===== src/hw/rtl/uvs_pkg.sv =====
// uvs_pkg: shared types, constants and helper functions of the uv sphere generator
// depends on nothing; imported by every module under hw/rtl
package uvs_pkg;

    localparam int unsigned CFG_W         = 7;
    localparam logic [6:0]  MAX_DIVISIONS = 7'd64;
    localparam logic [6:0]  SECTOR_MIN    = 7'd3;
    localparam logic [6:0]  STACK_MIN     = 7'd2;
    localparam logic [6:0]  SECTOR_RESET  = 7'd10;
    localparam logic [6:0]  STACK_RESET   = 7'd10;

    // divider: floor(a * 2^36 / d) for a <= d, four quotient bits per stage
    localparam int unsigned DIV_FRAC_BITS = 36;
    localparam int unsigned DIV_STEPS     = 4;
    localparam int unsigned DIV_STAGES    = DIV_FRAC_BITS / DIV_STEPS;
    localparam int unsigned QUO_W         = DIV_FRAC_BITS + 1;

    // cordic in q2.30 with guard bits
    localparam int unsigned CORDIC_STEPS = 16;
    localparam int unsigned CORDIC_W     = 34;
    localparam int unsigned CORDIC_LAT   = CORDIC_STEPS + 2;
    localparam logic signed [CORDIC_W-1:0] CORDIC_START = 34'sd652032874;

    // accept register to queue write
    localparam int unsigned TEX_LAT   = CORDIC_LAT + 2;
    localparam int unsigned FRONT_LAT = DIV_STAGES + 1 + TEX_LAT;

    localparam int unsigned IDX_W = 13;

    typedef enum logic [1:0] {
        KIND_VERTEX   = 2'd0,
        KIND_TRIANGLE = 2'd1,
        KIND_ERROR    = 2'd2
    } kind_t;

    typedef enum logic {
        REG_SECTOR_COUNT = 1'b0,
        REG_STACK_COUNT  = 1'b1
    } reg_idx_t;

    typedef enum logic [1:0] {
        STEP_FIRST,
        STEP_TRI_A,
        STEP_TRI_B
    } step_t;

    typedef struct packed {
        logic             err;
        logic             t1;
        logic             t2;
        logic [IDX_W-1:0] k1;
        logic [IDX_W-1:0] k2;
    } side_t;

    typedef struct packed {
        side_t              side;
        logic signed [15:0] pos_x;
        logic signed [15:0] pos_y;
        logic signed [15:0] pos_z;
        logic [16:0]        tex_u;
        logic [16:0]        tex_v;
    } entry_t;

    typedef struct packed {
        kind_t              kind;
        logic signed [15:0] pos_x;
        logic signed [15:0] pos_y;
        logic signed [15:0] pos_z;
        logic [16:0]        tex_u;
        logic [16:0]        tex_v;
        logic [IDX_W-1:0]   corner_a;
        logic [IDX_W-1:0]   corner_b;
        logic [IDX_W-1:0]   corner_c;
        logic               last;
    } result_t;

    // arctangent per step in units of 2^-32 turn
    function automatic logic signed [CORDIC_W-1:0] atan_turn(input int unsigned k);
        logic signed [CORDIC_W-1:0] a;
        case (k)
            0:       a = 34'sd536870912;
            1:       a = 34'sd316933406;
            2:       a = 34'sd167458907;
            3:       a = 34'sd85004756;
            4:       a = 34'sd42667331;
            5:       a = 34'sd21354465;
            6:       a = 34'sd10679838;
            7:       a = 34'sd5340245;
            8:       a = 34'sd2670163;
            9:       a = 34'sd1335087;
            10:      a = 34'sd667544;
            11:      a = 34'sd333772;
            12:      a = 34'sd166886;
            13:      a = 34'sd83443;
            14:      a = 34'sd41722;
            15:      a = 34'sd20861;
            default: a = '0;
        endcase
        return a;
    endfunction

    // shift with the magnitude truncated toward zero
    function automatic logic signed [CORDIC_W-1:0] trunc_shift(
        input logic signed [CORDIC_W-1:0] v,
        input int unsigned                k
    );
        logic [CORDIC_W-1:0] mag;
        mag = v[CORDIC_W-1] ? CORDIC_W'(-v) : CORDIC_W'(v);
        mag = mag >> k;
        return v[CORDIC_W-1] ? -signed'(mag) : signed'(mag);
    endfunction

    // round half away from zero by k bits, saturate to 16 bits
    function automatic logic signed [15:0] round_sat(
        input logic signed [63:0] v,
        input int unsigned        k
    );
        logic [63:0] mag;
        logic [63:0] m;
        mag = v[63] ? 64'(-v) : 64'(v);
        m   = (mag + (64'd1 << (k - 1))) >> k;
        if (v[63])
            return (m >= 64'd32768) ? 16'sh8000 : signed'(16'(64'd0 - m));
        else
            return (m > 64'd32767) ? 16'sh7fff : signed'(16'(m));
    endfunction

endpackage


===== src/hw/rtl/uvs_queue.sv =====
// uvs_queue: small first-in first-out queue between front and back
// depends on uvs_pkg
module uvs_queue
    import uvs_pkg::*;
#(
    parameter int unsigned DEPTH = 32
)
(
    input  logic   clk,
    input  logic   rst_n,
    input  logic   push,
    input  entry_t push_entry,
    input  logic   pop,
    output entry_t head,
    output logic   not_empty
);

    localparam int unsigned PTR_W = (DEPTH > 1) ? $clog2(DEPTH) : 1;
    localparam int unsigned CNT_W = $clog2(DEPTH + 1);

    entry_t           mem_reg [DEPTH];
    logic [PTR_W-1:0] wr_ptr_reg;
    logic [PTR_W-1:0] rd_ptr_reg;
    logic [CNT_W-1:0] cnt_reg;
    logic [PTR_W-1:0] wr_ptr_next;
    logic [PTR_W-1:0] rd_ptr_next;
    logic [CNT_W-1:0] cnt_next;

    always_comb
    begin
        wr_ptr_next = wr_ptr_reg;
        rd_ptr_next = rd_ptr_reg;
        cnt_next    = cnt_reg;
        if (push)
            wr_ptr_next = (wr_ptr_reg == PTR_W'(DEPTH - 1)) ? '0 : wr_ptr_reg + 1'b1;
        if (pop)
            rd_ptr_next = (rd_ptr_reg == PTR_W'(DEPTH - 1)) ? '0 : rd_ptr_reg + 1'b1;
        if (push && !pop)
            cnt_next = cnt_reg + 1'b1;
        else if (pop && !push)
            cnt_next = cnt_reg - 1'b1;
    end

    always_ff @(posedge clk or negedge rst_n)
    begin
        if (!rst_n)
        begin
            wr_ptr_reg <= '0;
            rd_ptr_reg <= '0;
            cnt_reg    <= '0;
        end
        else
        begin
            wr_ptr_reg <= wr_ptr_next;
            rd_ptr_reg <= rd_ptr_next;
            cnt_reg    <= cnt_next;
        end
    end

    always_ff @(posedge clk)
    begin
        if (push)
            mem_reg[wr_ptr_reg] <= push_entry;
    end

    assign head      = mem_reg[rd_ptr_reg];
    assign not_empty = (cnt_reg != '0);

endmodule


===== config.mk =====
export PLATFORM = sky130hd
export DESIGN_NAME = uvs_queue
export DESIGN_NICKNAME = d
export VERILOG_FILES = /design/src/hw/rtl/uvs_pkg.sv /design/src/hw/rtl/uvs_queue.sv
export SDC_FILE = /design/constraint.sdc
export NUM_CORES = 2
export LEC_CHECK = 0
export BUFFER_PORTS_ARGS = -buffer_cell sky130_fd_sc_hd__buf_2
export CAP_MARGIN = 20
export CORE_MARGIN = 3
export CORE_UTILIZATION = 30
export CTS_CLUSTER_DIAMETER = 60
export CTS_CLUSTER_SIZE = 20
export DETAILED_ROUTE_END_ITERATION = 10
export SYNTH_ARGS = -nofsm -noshare
export SYNTH_HDL_FRONTEND = slang
export SYNTH_SLANG_ARGS = --single-unit

===== constraint.sdc =====
create_clock -name clk -period 12.7 [get_ports clk]
set_clock_uncertainty 0.2 [all_clocks]
set_input_delay 3.175 -clock clk [delete_from_list [all_inputs] [get_ports clk]]
set_output_delay 3.175 -clock clk [all_outputs]
set_load 0.01 [all_outputs]

==> impl_metrics.yaml <==
clock_tree:
  post_cts_buffers: 0
  cts_hold_buffers: 0
  htree_num_levels: 4
  cts_tree: "done"
  clockBufferDepth: 4
  cts.sinks: 3568
  cts_buffers: 233
  cts-resized-gates: 0
  clock_latency_ps: 900
  cts_root_buf: "clkbuf_16"
  path_clk_slew_ps: 80
critical_path:
  critPathKind: "reg -> out"
  cp_data_arrival_time_ps: 5790
  worst_setup_path_end_kind: "output pin"
  critPathLaunchType: "flip-flop"
  worstPathMaxFanout: 70
  crit_required_ps: 9320
synth:
  yosysWarnings: 0
  avgSynthCellArea_um2: 23.98
  synth_edf_count: 3552
  synth_cells: 5660
  synth_cell_types: 47
  synth.ff_latch_count: 3568
  ys.flop_type: "edfxtp_1"
  syn_nets: 5788
  ys_seq_area_share_pct: 78.90
  async_reset_ff_share_pct: 0.4484
  syn_area_um2: 135700
finish:
  fin_cells: 12080
  drive_gt1_share_pct: 28.59
  largest_reg_flops: 3552
  fin_area_um2: 151800
  finalCoreUtilization_pct: 33.76
  layout-area-overhead-vs-synth_pct: 11.88
  final_nets: 6100
global_routing:
  grt_use_total_pct: 15.30
  grt_pass1_wl_um: 503800
  grt_max_degree: 118
  first_global_vias: 63270
  antenna_found_initial: 85
  overflow: 0
flow_run:
  maxCapViolations: 0
timing:
  drv_slew: 0
  maxSlewHeadroom_pct: 21.77
  tns_ps: 0
  rsz0062_at_grt: "false"
  worst_pin_slew_ps: 1173
  fin_crit_sh_pct: 72.17
  finalHoldViolCount: 0
  fin_crit_ps: 9165
  setup_viol: 0
  fmax_ghz: 0.1091
routing:
  viasPerCell: 5.147
  wl_per_cell_um: 29.80
  drtIter0Drc: 6793
  totalWireLength_um: 359900
  postRouteAntennaNets: 0
  first_pass_iters: 5
  drc: 0
  vias: 62160
placed_design:
  hpwlAfterDp_um: 180400
  placed_cell_area_um2: 144600
  place_congestion: 0.7158
  dp_cells: 11690
  portBuffers: 226
die:
  core_region_area_um2: 449700
  die_width_um: 678.6
  design.die.area_um2: 460500
  die_h_um: 678.6
  ios: 227
  rows: 246
  initial_utilization_pct: 30.18
pwr:
  vdd.ir_drop.worst_mv: 0.1274
  leakagePower_nw: 46.35
  p_per_area_nw_per_um2: 187.9
run_status:
  outcome: "completed"
hold_path:
  hold_path_class: "reg -> reg"
worst max-delay path: stages (launching register included):
cell	delay [ps]
dfrtp_4	740
buf_4	820
buf_4	740
buf_4	890
mux4_2	430
mux4_2	500
mux2_2	360
buf_2	170
kinds of logic (layout without fill, tap and decap cells):
family / after synthesis / count (layout) / synth area share, %
flops: 3568 / 3568 / 78.90
mux: 1207 / 1207 / 17.64
simple gates: 343 / 343 / 1.033
buf+inv: 308 / 752 / 1.097
compound gates: 217 / 217 / 1.185
fa+ha+maj: 13 / 13 / 0.1254
xor+xnor: 4 / 4 / 0.02582
other cells: 0 / 21 / 0
final timing paths:
kind,end,depth (start not counted),slack [ps],from
hold / removal,cnt_reg[5]$_DFFE_PN0P_,1,270,cnt_reg[5]$_DFFE_PN0P_
setup reg to reg,mem_reg[25][66]$_DFFE_PP_,4,8510,wr_ptr_reg[4]$_DFFE_PN0P_
setup / recovery,head[46],7,3540,rd_ptr_reg[2]$_DFFE_PN0P_
hold reg to reg,cnt_reg[5]$_DFFE_PN0P_,1,270,cnt_reg[5]$_DFFE_PN0P_
max in group asynchronous,rd_ptr_reg[2]$_DFFE_PN0P_,1,9830,rst_n
min in group asynchronous,cnt_reg[0]$_DFFE_PN0P_,1,2040,rst_n
power breakdown:
part           internal, W  total, W  switching, W
registers           0.0135    0.0137      0.000218
clock network      0.00360   0.00762       0.00402
logic              0.00282   0.00717       0.00435
Yosys cell counts, drive strengths merged, types with 16 or more instances:
master / instances / area share, %
clkbuf: 117 / 0.32
a32o: 22 / 0.16
mux4: 943 / 16
nor3: 32 / 0.12
nand2: 231 / 0.64
o21ai: 30 / 0.11
o22ai: 65 / 0.30
buf: 183 / 0.75
nor2: 51 / 0.14
a221o: 28 / 0.21
mux2i: 219 / 1.6
dfrtp: 16 / 0.30
edfxtp: 3552 / 79
mux2: 45 / 0.37
a211oi: 21 / 0.12
a21o: 17 / 0.094
routing by layer:
| layer | vias up | global-route usage [%] | part of all wire, % |
|---|---|---|---|
| met5 | - | 0 | 0.048 |
| met2 | 2234 | 26.48 | 51 |
| met1 | 34540 | 20.31 | 40 |
| met3 | 554 | 2.365 | 6.5 |
| met4 | 26 | 3.425 | 2.4 |
| li1 | 24810 | - | - |
layout make-up:
class	count	area, um2
fill	41320	297900
clock inverter	103	1184
tap	5952	7447
inverter	8	42.54
sequential	3568	107100
clock buffer	264	5957
antenna	21	52.55
multi-input combinational	1784	27400
timing repair buffer	377	2659
stage by stage:
stage | worst slack, ps | hold slack, ps | total power [W]
after floorplan | 662.5 | 242.6 | 0.01836
final | 3535 | 273.8 | 0.02853
after CTS | 3433 | 276.8 | 0.02895
after global routing | 3300 | 293.3 | 0.02964
after detailed placement | 4448 | 266.6 | 0.02140
after global placement | 4552 | 263.9 | 0.02131
cell usage in the layout (no fill, tap or decap), types with 30 or more instances in the layout:
cell type	netlist	layout
edfxtp_1	3552	3552
mux4_2	943	943
clkbuf_16	0	233
nand2_1	231	229
buf_2	95	226
mux2i_1	219	219
buf_4	33	120
o22ai_1	65	65
mux2_2	45	45
o21ai_0	30	30
clkbuf_1	117	30
(Power assumes the default switching activity.)
