**src/hw/rtl/uvs_pkg.sv**
```systemverilog
// uvs_pkg: shared types, constants and helper functions of the uv sphere generator
// depends on nothing; imported by every module under hw/rtl
package uvs_pkg;

    localparam int unsigned CFG_W         = 7;
    localparam logic [6:0]  MAX_DIVISIONS = 7'd64;
    localparam logic [6:0]  SECTOR_MIN    = 7'd3;
    localparam logic [6:0]  STACK_MIN     = 7'd2;
    localparam logic [6:0]  SECTOR_RESET  = 7'd10;
    localparam logic [6:0]  STACK_RESET   = 7'd10;

    // divider: floor(a * 2^36 / d) for a <= d, four quotient bits per stage
    localparam int unsigned DIV_FRAC_BITS = 36;
    localparam int unsigned DIV_STEPS     = 4;
    localparam int unsigned DIV_STAGES    = DIV_FRAC_BITS / DIV_STEPS;
    localparam int unsigned QUO_W         = DIV_FRAC_BITS + 1;

    // cordic in q2.30 with guard bits
    localparam int unsigned CORDIC_STEPS = 16;
    localparam int unsigned CORDIC_W     = 34;
    localparam int unsigned CORDIC_LAT   = CORDIC_STEPS + 2;
    localparam logic signed [CORDIC_W-1:0] CORDIC_START = 34'sd652032874;

    // accept register to queue write
    localparam int unsigned TEX_LAT   = CORDIC_LAT + 2;
    localparam int unsigned FRONT_LAT = DIV_STAGES + 1 + TEX_LAT;

    localparam int unsigned IDX_W = 13;

    typedef enum logic [1:0] {
        KIND_VERTEX   = 2'd0,
        KIND_TRIANGLE = 2'd1,
        KIND_ERROR    = 2'd2
    } kind_t;

    typedef enum logic {
        REG_SECTOR_COUNT = 1'b0,
        REG_STACK_COUNT  = 1'b1
    } reg_idx_t;

    typedef enum logic [1:0] {
        STEP_FIRST,
        STEP_TRI_A,
        STEP_TRI_B
    } step_t;

    typedef struct packed {
        logic             err;
        logic             t1;
        logic             t2;
        logic [IDX_W-1:0] k1;
        logic [IDX_W-1:0] k2;
    } side_t;

    typedef struct packed {
        side_t              side;
        logic signed [15:0] pos_x;
        logic signed [15:0] pos_y;
        logic signed [15:0] pos_z;
        logic [16:0]        tex_u;
        logic [16:0]        tex_v;
    } entry_t;

    typedef struct packed {
        kind_t              kind;
        logic signed [15:0] pos_x;
        logic signed [15:0] pos_y;
        logic signed [15:0] pos_z;
        logic [16:0]        tex_u;
        logic [16:0]        tex_v;
        logic [IDX_W-1:0]   corner_a;
        logic [IDX_W-1:0]   corner_b;
        logic [IDX_W-1:0]   corner_c;
        logic               last;
    } result_t;

    // arctangent per step in units of 2^-32 turn
    function automatic logic signed [CORDIC_W-1:0] atan_turn(input int unsigned k);
        logic signed [CORDIC_W-1:0] a;
        case (k)
            0:       a = 34'sd536870912;
            1:       a = 34'sd316933406;
            2:       a = 34'sd167458907;
            3:       a = 34'sd85004756;
            4:       a = 34'sd42667331;
            5:       a = 34'sd21354465;
            6:       a = 34'sd10679838;
            7:       a = 34'sd5340245;
            8:       a = 34'sd2670163;
            9:       a = 34'sd1335087;
            10:      a = 34'sd667544;
            11:      a = 34'sd333772;
            12:      a = 34'sd166886;
            13:      a = 34'sd83443;
            14:      a = 34'sd41722;
            15:      a = 34'sd20861;
            default: a = '0;
        endcase
        return a;
    endfunction

    // shift with the magnitude truncated toward zero
    function automatic logic signed [CORDIC_W-1:0] trunc_shift(
        input logic signed [CORDIC_W-1:0] v,
        input int unsigned                k
    );
        logic [CORDIC_W-1:0] mag;
        mag = v[CORDIC_W-1] ? CORDIC_W'(-v) : CORDIC_W'(v);
        mag = mag >> k;
        return v[CORDIC_W-1] ? -signed'(mag) : signed'(mag);
    endfunction

    // round half away from zero by k bits, saturate to 16 bits
    function automatic logic signed [15:0] round_sat(
        input logic signed [63:0] v,
        input int unsigned        k
    );
        logic [63:0] mag;
        logic [63:0] m;
        mag = v[63] ? 64'(-v) : 64'(v);
        m   = (mag + (64'd1 << (k - 1))) >> k;
        if (v[63])
            return (m >= 64'd32768) ? 16'sh8000 : signed'(16'(64'd0 - m));
        else
            return (m > 64'd32767) ? 16'sh7fff : signed'(16'(m));
    endfunction

endpackage

```
**src/hw/rtl/uvs_back.sv**
```systemverilog
// uvs_back: turns each queued point into vertex, triangle or error results
// depends on uvs_pkg
module uvs_back
    import uvs_pkg::*;
(
    input  logic    clk,
    input  logic    rst_n,
    input  entry_t  head,
    input  logic    has_item,
    output logic    pop,
    output logic    strobe,
    output result_t res
);

    step_t   step_reg;
    step_t   step_next;
    result_t res_next;
    result_t res_reg;
    logic    strobe_reg;

    // next step
    always_comb
    begin
        step_next = step_reg;
        unique case (step_reg)
            STEP_FIRST:
            begin
                if (has_item && !head.side.err)
                begin
                    if (head.side.t1)
                        step_next = STEP_TRI_A;
                    else if (head.side.t2)
                        step_next = STEP_TRI_B;
                end
            end
            STEP_TRI_A:
            begin
                step_next = head.side.t2 ? STEP_TRI_B : STEP_FIRST;
            end
            STEP_TRI_B:
            begin
                step_next = STEP_FIRST;
            end
            default:
            begin
                step_next = STEP_FIRST;
            end
        endcase
    end

    // result of the current step
    always_comb
    begin
        res_next      = '0;
        res_next.kind = KIND_VERTEX;
        unique case (step_reg)
            STEP_FIRST:
            begin
                if (head.side.err)
                begin
                    res_next.kind = KIND_ERROR;
                    res_next.last = 1'b1;
                end
                else
                begin
                    res_next.pos_x = head.pos_x;
                    res_next.pos_y = head.pos_y;
                    res_next.pos_z = head.pos_z;
                    res_next.tex_u = head.tex_u;
                    res_next.tex_v = head.tex_v;
                    res_next.last  = !(head.side.t1 || head.side.t2);
                end
            end
            STEP_TRI_A:
            begin
                res_next.kind     = KIND_TRIANGLE;
                res_next.corner_a = head.side.k1;
                res_next.corner_b = head.side.k2;
                res_next.corner_c = head.side.k1 + 1'b1;
                res_next.last     = !head.side.t2;
            end
            STEP_TRI_B:
            begin
                res_next.kind     = KIND_TRIANGLE;
                res_next.corner_a = head.side.k1 + 1'b1;
                res_next.corner_b = head.side.k2;
                res_next.corner_c = head.side.k2 + 1'b1;
                res_next.last     = 1'b1;
            end
            default:
            begin
                res_next.last = 1'b1;
            end
        endcase
        pop = has_item && res_next.last;
    end

    always_ff @(posedge clk or negedge rst_n)
    begin
        if (!rst_n)
        begin
            step_reg   <= STEP_FIRST;
            strobe_reg <= 1'b0;
        end
        else
        begin
            step_reg   <= has_item ? step_next : STEP_FIRST;
            strobe_reg <= has_item;
        end
    end

    always_ff @(posedge clk)
    begin
        res_reg <= res_next;
    end

    assign strobe = strobe_reg;
    assign res    = res_reg;

endmodule

```
**config.mk**
```make
export PLATFORM = sky130hd
export DESIGN_NAME = uvs_back
export DESIGN_NICKNAME = d
export VERILOG_FILES = /design/src/hw/rtl/uvs_pkg.sv /design/src/hw/rtl/uvs_back.sv
export SDC_FILE = /design/constraint.sdc
export NUM_CORES = 1
export LEC_CHECK = 0
export BUFFER_PORTS_ARGS = -buffer_cell sky130_fd_sc_hd__buf_2
export CORE_MARGIN = 10
export CORE_UTILIZATION = 35
export CTS_CLUSTER_DIAMETER = 80
export DETAILED_ROUTE_END_ITERATION = 10
export GPL_TIMING_DRIVEN = 0
export PLACE_DENSITY = 0.68
export SYNTH_ARGS = -nofsm -noshare
export SYNTH_HDL_FRONTEND = slang
export SYNTH_SLANG_ARGS = --single-unit
```
**constraint.sdc**
```tcl
create_clock -name clk -period 1.7 [get_ports clk]
set_input_delay 0.17 -clock clk [delete_from_list [all_inputs] [get_ports clk]]
set_output_delay 0.17 -clock clk [all_outputs]
set_load 0.01 [all_outputs]
```
==> flow_summary.yaml <==
outcome:
  outcome: "finished with violations"
  violations: "negative setup slack"
synthesis:
  ys_seq_area_share_pct: 60.2
  synth-main-ff-cell: "dfxtp_1"
  synth_area_leader_cell: "dfxtp_1"
  synth-edff-count: 0
  syn_area_sq_mm: 0.00425
  yosysWarnings: 0
  syn-num-nets: 516
  synthCells: 396
  synth_cell_types: 46
  synth_top_area_share_pct: 58.4
  synth_seq_cells: 127
  synth_async_sr_flop_share_pct: 2.36
  synth_area_leaders: "dfxtp_1 58%, and2_1 14%, xnor2_1 2.5%, dfrtp_1 1.8%, ha_1 1.8%"
  synth_area_per_cell_sq_um: 10.7
sta:
  holdWs_ns: 0.0253
  finalSetupViolCount: 1
  fmax_mhz: 536
  clock_skew_ns: 0.0114
  worst_slew_pin_slew_ns: 0.458
  setup_ws_ns: -0.166
  rsz0062_at_grt: "true"
  hold_viol_final: 0
  period_needed_ns: 1.87
  max_slew_margin_pct: 69.4
  finalCritPeriodShare_pct: 110
  drv_slew: 0
grt:
  grt_pass1_vias: 4326
  grt_pass1_wl_mm: 23.7
  antenna_found_initial: 3
  track_usage_pct: 18.3
  grt_max_degree: 17
  overflow: 0
setup_path:
  crit_type: "reg2out"
  critPathCaptureType: "primary output"
  reg2reg_from: "step_reg[0]"
  crit_fanout: 4
  worstRegToRegCells: 6
  crit_path_end: "pop"
  cp-start-kind: "register"
  r2r-end: "res[34]"
  critPathLaunch: "step_reg[1]"
  arrival_ns: 1.70
  cp.required_ns: 1.53
  reg2reg_setup_slack_ns: 0.08
final_layout:
  drive_gt1_share_pct: 40.9
  area_growth_syn_to_layout_pct: 71.4
  largest_register_ffs: 124
  utilization_pct: 60.9
  final_nets: 866
cts:
  path_clk_slew_ns: 0.06
  clk_latency_ns: 0.42
  cts_tree: "yes"
  cts.sinks: 127
  h-tree-depth: 4
  cts_buffers: 17
  clockBufferDepth: 2
  cts-root-buf: "clkbuf_16"
job:
  drv_cap: 0
place:
  place.gp.congestion: 0.820
  io_buffer_count: 237
  place_ws_ns: -0.339
  place_hpwl_mm: 11.4
power:
  p_per_area_mw_per_mm2: 1170
  p_leak_uw: 0.00354
  worst_ir_drop_vdd_mv: 0.557
  p_total_uw: 8500
die:
  io_pins: 240
  rows: 40
  fp.dieW_microns: 130
  dieArea_sq_mm: 0.0170
  start_util_pct: 35.5
  core_sq_mm: 0.0120
  die_h_microns: 130
route:
  routed_via_density: 4.58
  drc: 0
  dr.first_iter.drc_count: 204
  ant_nets: 0
  routed_wl_mm: 16.1
  first_pass_iters: 4
  via_count: 4153
  wl_per_cell_microns: 17.7
min_path:
  hold_path_class: "in2reg"
## power breakdown
| group | leakage, uW | internal (uW) | total (uW) | switching [uW] |
|---|---|---|---|---|
| Clock | 0.000320 | 2680 | 4000 | 1320 |
| Sequential | 0.00106 | 3200 | 3270 | 60.8 |
| Combinational | 0.00216 | 606 | 1230 | 628 |
| Total | 0.00354 | 6490 | 8500 | 2010 |
## final cells by class
type / count / area (sq um)
Timing Repair Buffer: 332 / 2120
Clock inverter: 12 / 206
Sequential cell: 127 / 2560
Fill cell: 945 / 4680
Clock buffer: 19 / 453
Inverter: 8 / 33.8
Buffer: 16 / 81.3
Multi-Input combinational cell: 244 / 1640
Tap cell: 147 / 184
Antenna cell: 2 / 5.00
## cells by family (layout without fill, tap and decap cells)
group / after synthesis / after routing / share of synthesized area (%)
xor+xnor: 16 / 16 / 3.30
flops: 127 / 127 / 60.2
mux: 1 / 1 / 0.236
compound gates: 53 / 53 / 8.33
simple gates: 168 / 168 / 23.8
other cells: 0 / 2 / 0
fa+ha+maj: 6 / 6 / 1.77
buf+inv: 25 / 387 / 2.36
## what timing repair did
item / CTS / global route
endpoints found under the hold margin: 89 / 0
resized for setup: 13 / 23
hold buffers: 87 / 0
setup buffers: 7 / 1
gates cloned: 0 / 0
pin swaps: 3 / 2
endpoints found under the setup margin: 109 / 92
## how the worst min path moves through the flow
stage | start | end | slack, ns | depth (start not counted)
2_1_floorplan | rst_n | step_reg[0] | -0.13 | 0
3_3_place_gp | rst_n | strobe | -0.03 | 1
3_5_place_dp | rst_n | strobe | -0.03 | 1
4_1_cts | head[83] | res[15] | 0.007 | 2
5_1_grt | head[83] | res[15] | 0.03 | 2
6_report | head[83] | res[15] | 0.03 | 2
## through the flow
step                      cells  setup TNS (ns)  area (sq um)
after global routing        907          -0.320          7280
after detailed placement    780          -25.02          5620
after floorplan             396               0          4250
after CTS                   905          -0.207          7240
final                       907          -0.166          7280
after global placement      780          -18.59          5620
## cell usage in the layout, fill, tap and decap left out, drive strengths merged, types with 2 or more instances in the layout
| master | netlist | layout |
|---|---|---|
| and3 | 2 | 2 |
| o22ai | 5 | 5 |
| and2 | 99 | 99 |
| clkbuf | 14 | 32 |
| buf | 3 | 248 |
| a41oi | 2 | 2 |
| nor2 | 15 | 15 |
| nand4 | 3 | 3 |
| clkinv | 0 | 4 |
| bufinv | 0 | 5 |
| inv | 8 | 9 |
| o21a | 3 | 3 |
| o21ai | 14 | 14 |
| nor3 | 7 | 7 |
| nor4 | 4 | 4 |
| dfxtp | 124 | 124 |
| diode | 0 | 2 |
| a22o | 4 | 4 |
| ha | 6 | 6 |
| nand2 | 18 | 18 |
| nand3 | 10 | 10 |
| xnor2 | 12 | 12 |
| dfrtp | 3 | 3 |
| a21oi | 8 | 8 |
| a21o | 2 | 2 |
| a31oi | 3 | 3 |
| clkinvlp | 0 | 2 |
| and4 | 3 | 3 |
| xor2 | 4 | 4 |
| a22oi | 5 | 5 |
| nor2b | 2 | 2 |
| dlygate4sd3 | 0 | 87 |
## Yosys cell counts (all sizes together) (2+ instances only)
cell type,number
nand3,10
nor2b,2
nor2,15
nor4,4
inv,8
and2,99
o22ai,5
o21a,3
nand4,3
a22o,4
nor3,7
a21o,2
buf,3
ha,6
and4,3
a41oi,2
a21oi,8
o21ai,14
dfrtp,3
xor2,4
xnor2,12
clkbuf,14
a31oi,3
nand2,18
a22oi,5
dfxtp,124
and3,2
## metal layers
layer	vias up	part of all wire [%]	GRT usage, %
met2	168	51	32.1
met5	-	0.081	0
met4	2	1.9	7.47
met1	1942	38	19.5
met3	21	8.8	6.73
li1	2020	-	-
## worst max-delay path: stages (launching register included)
cell and delay [ns]:
dfrtp_1 0.39, inv_2 0.11, ha_4 0.17, clkinvlp_4 0.09
o31a_1 0.25, and2_1 0.14, buf_2 0.13
Power figures use the tool's default switching activity.
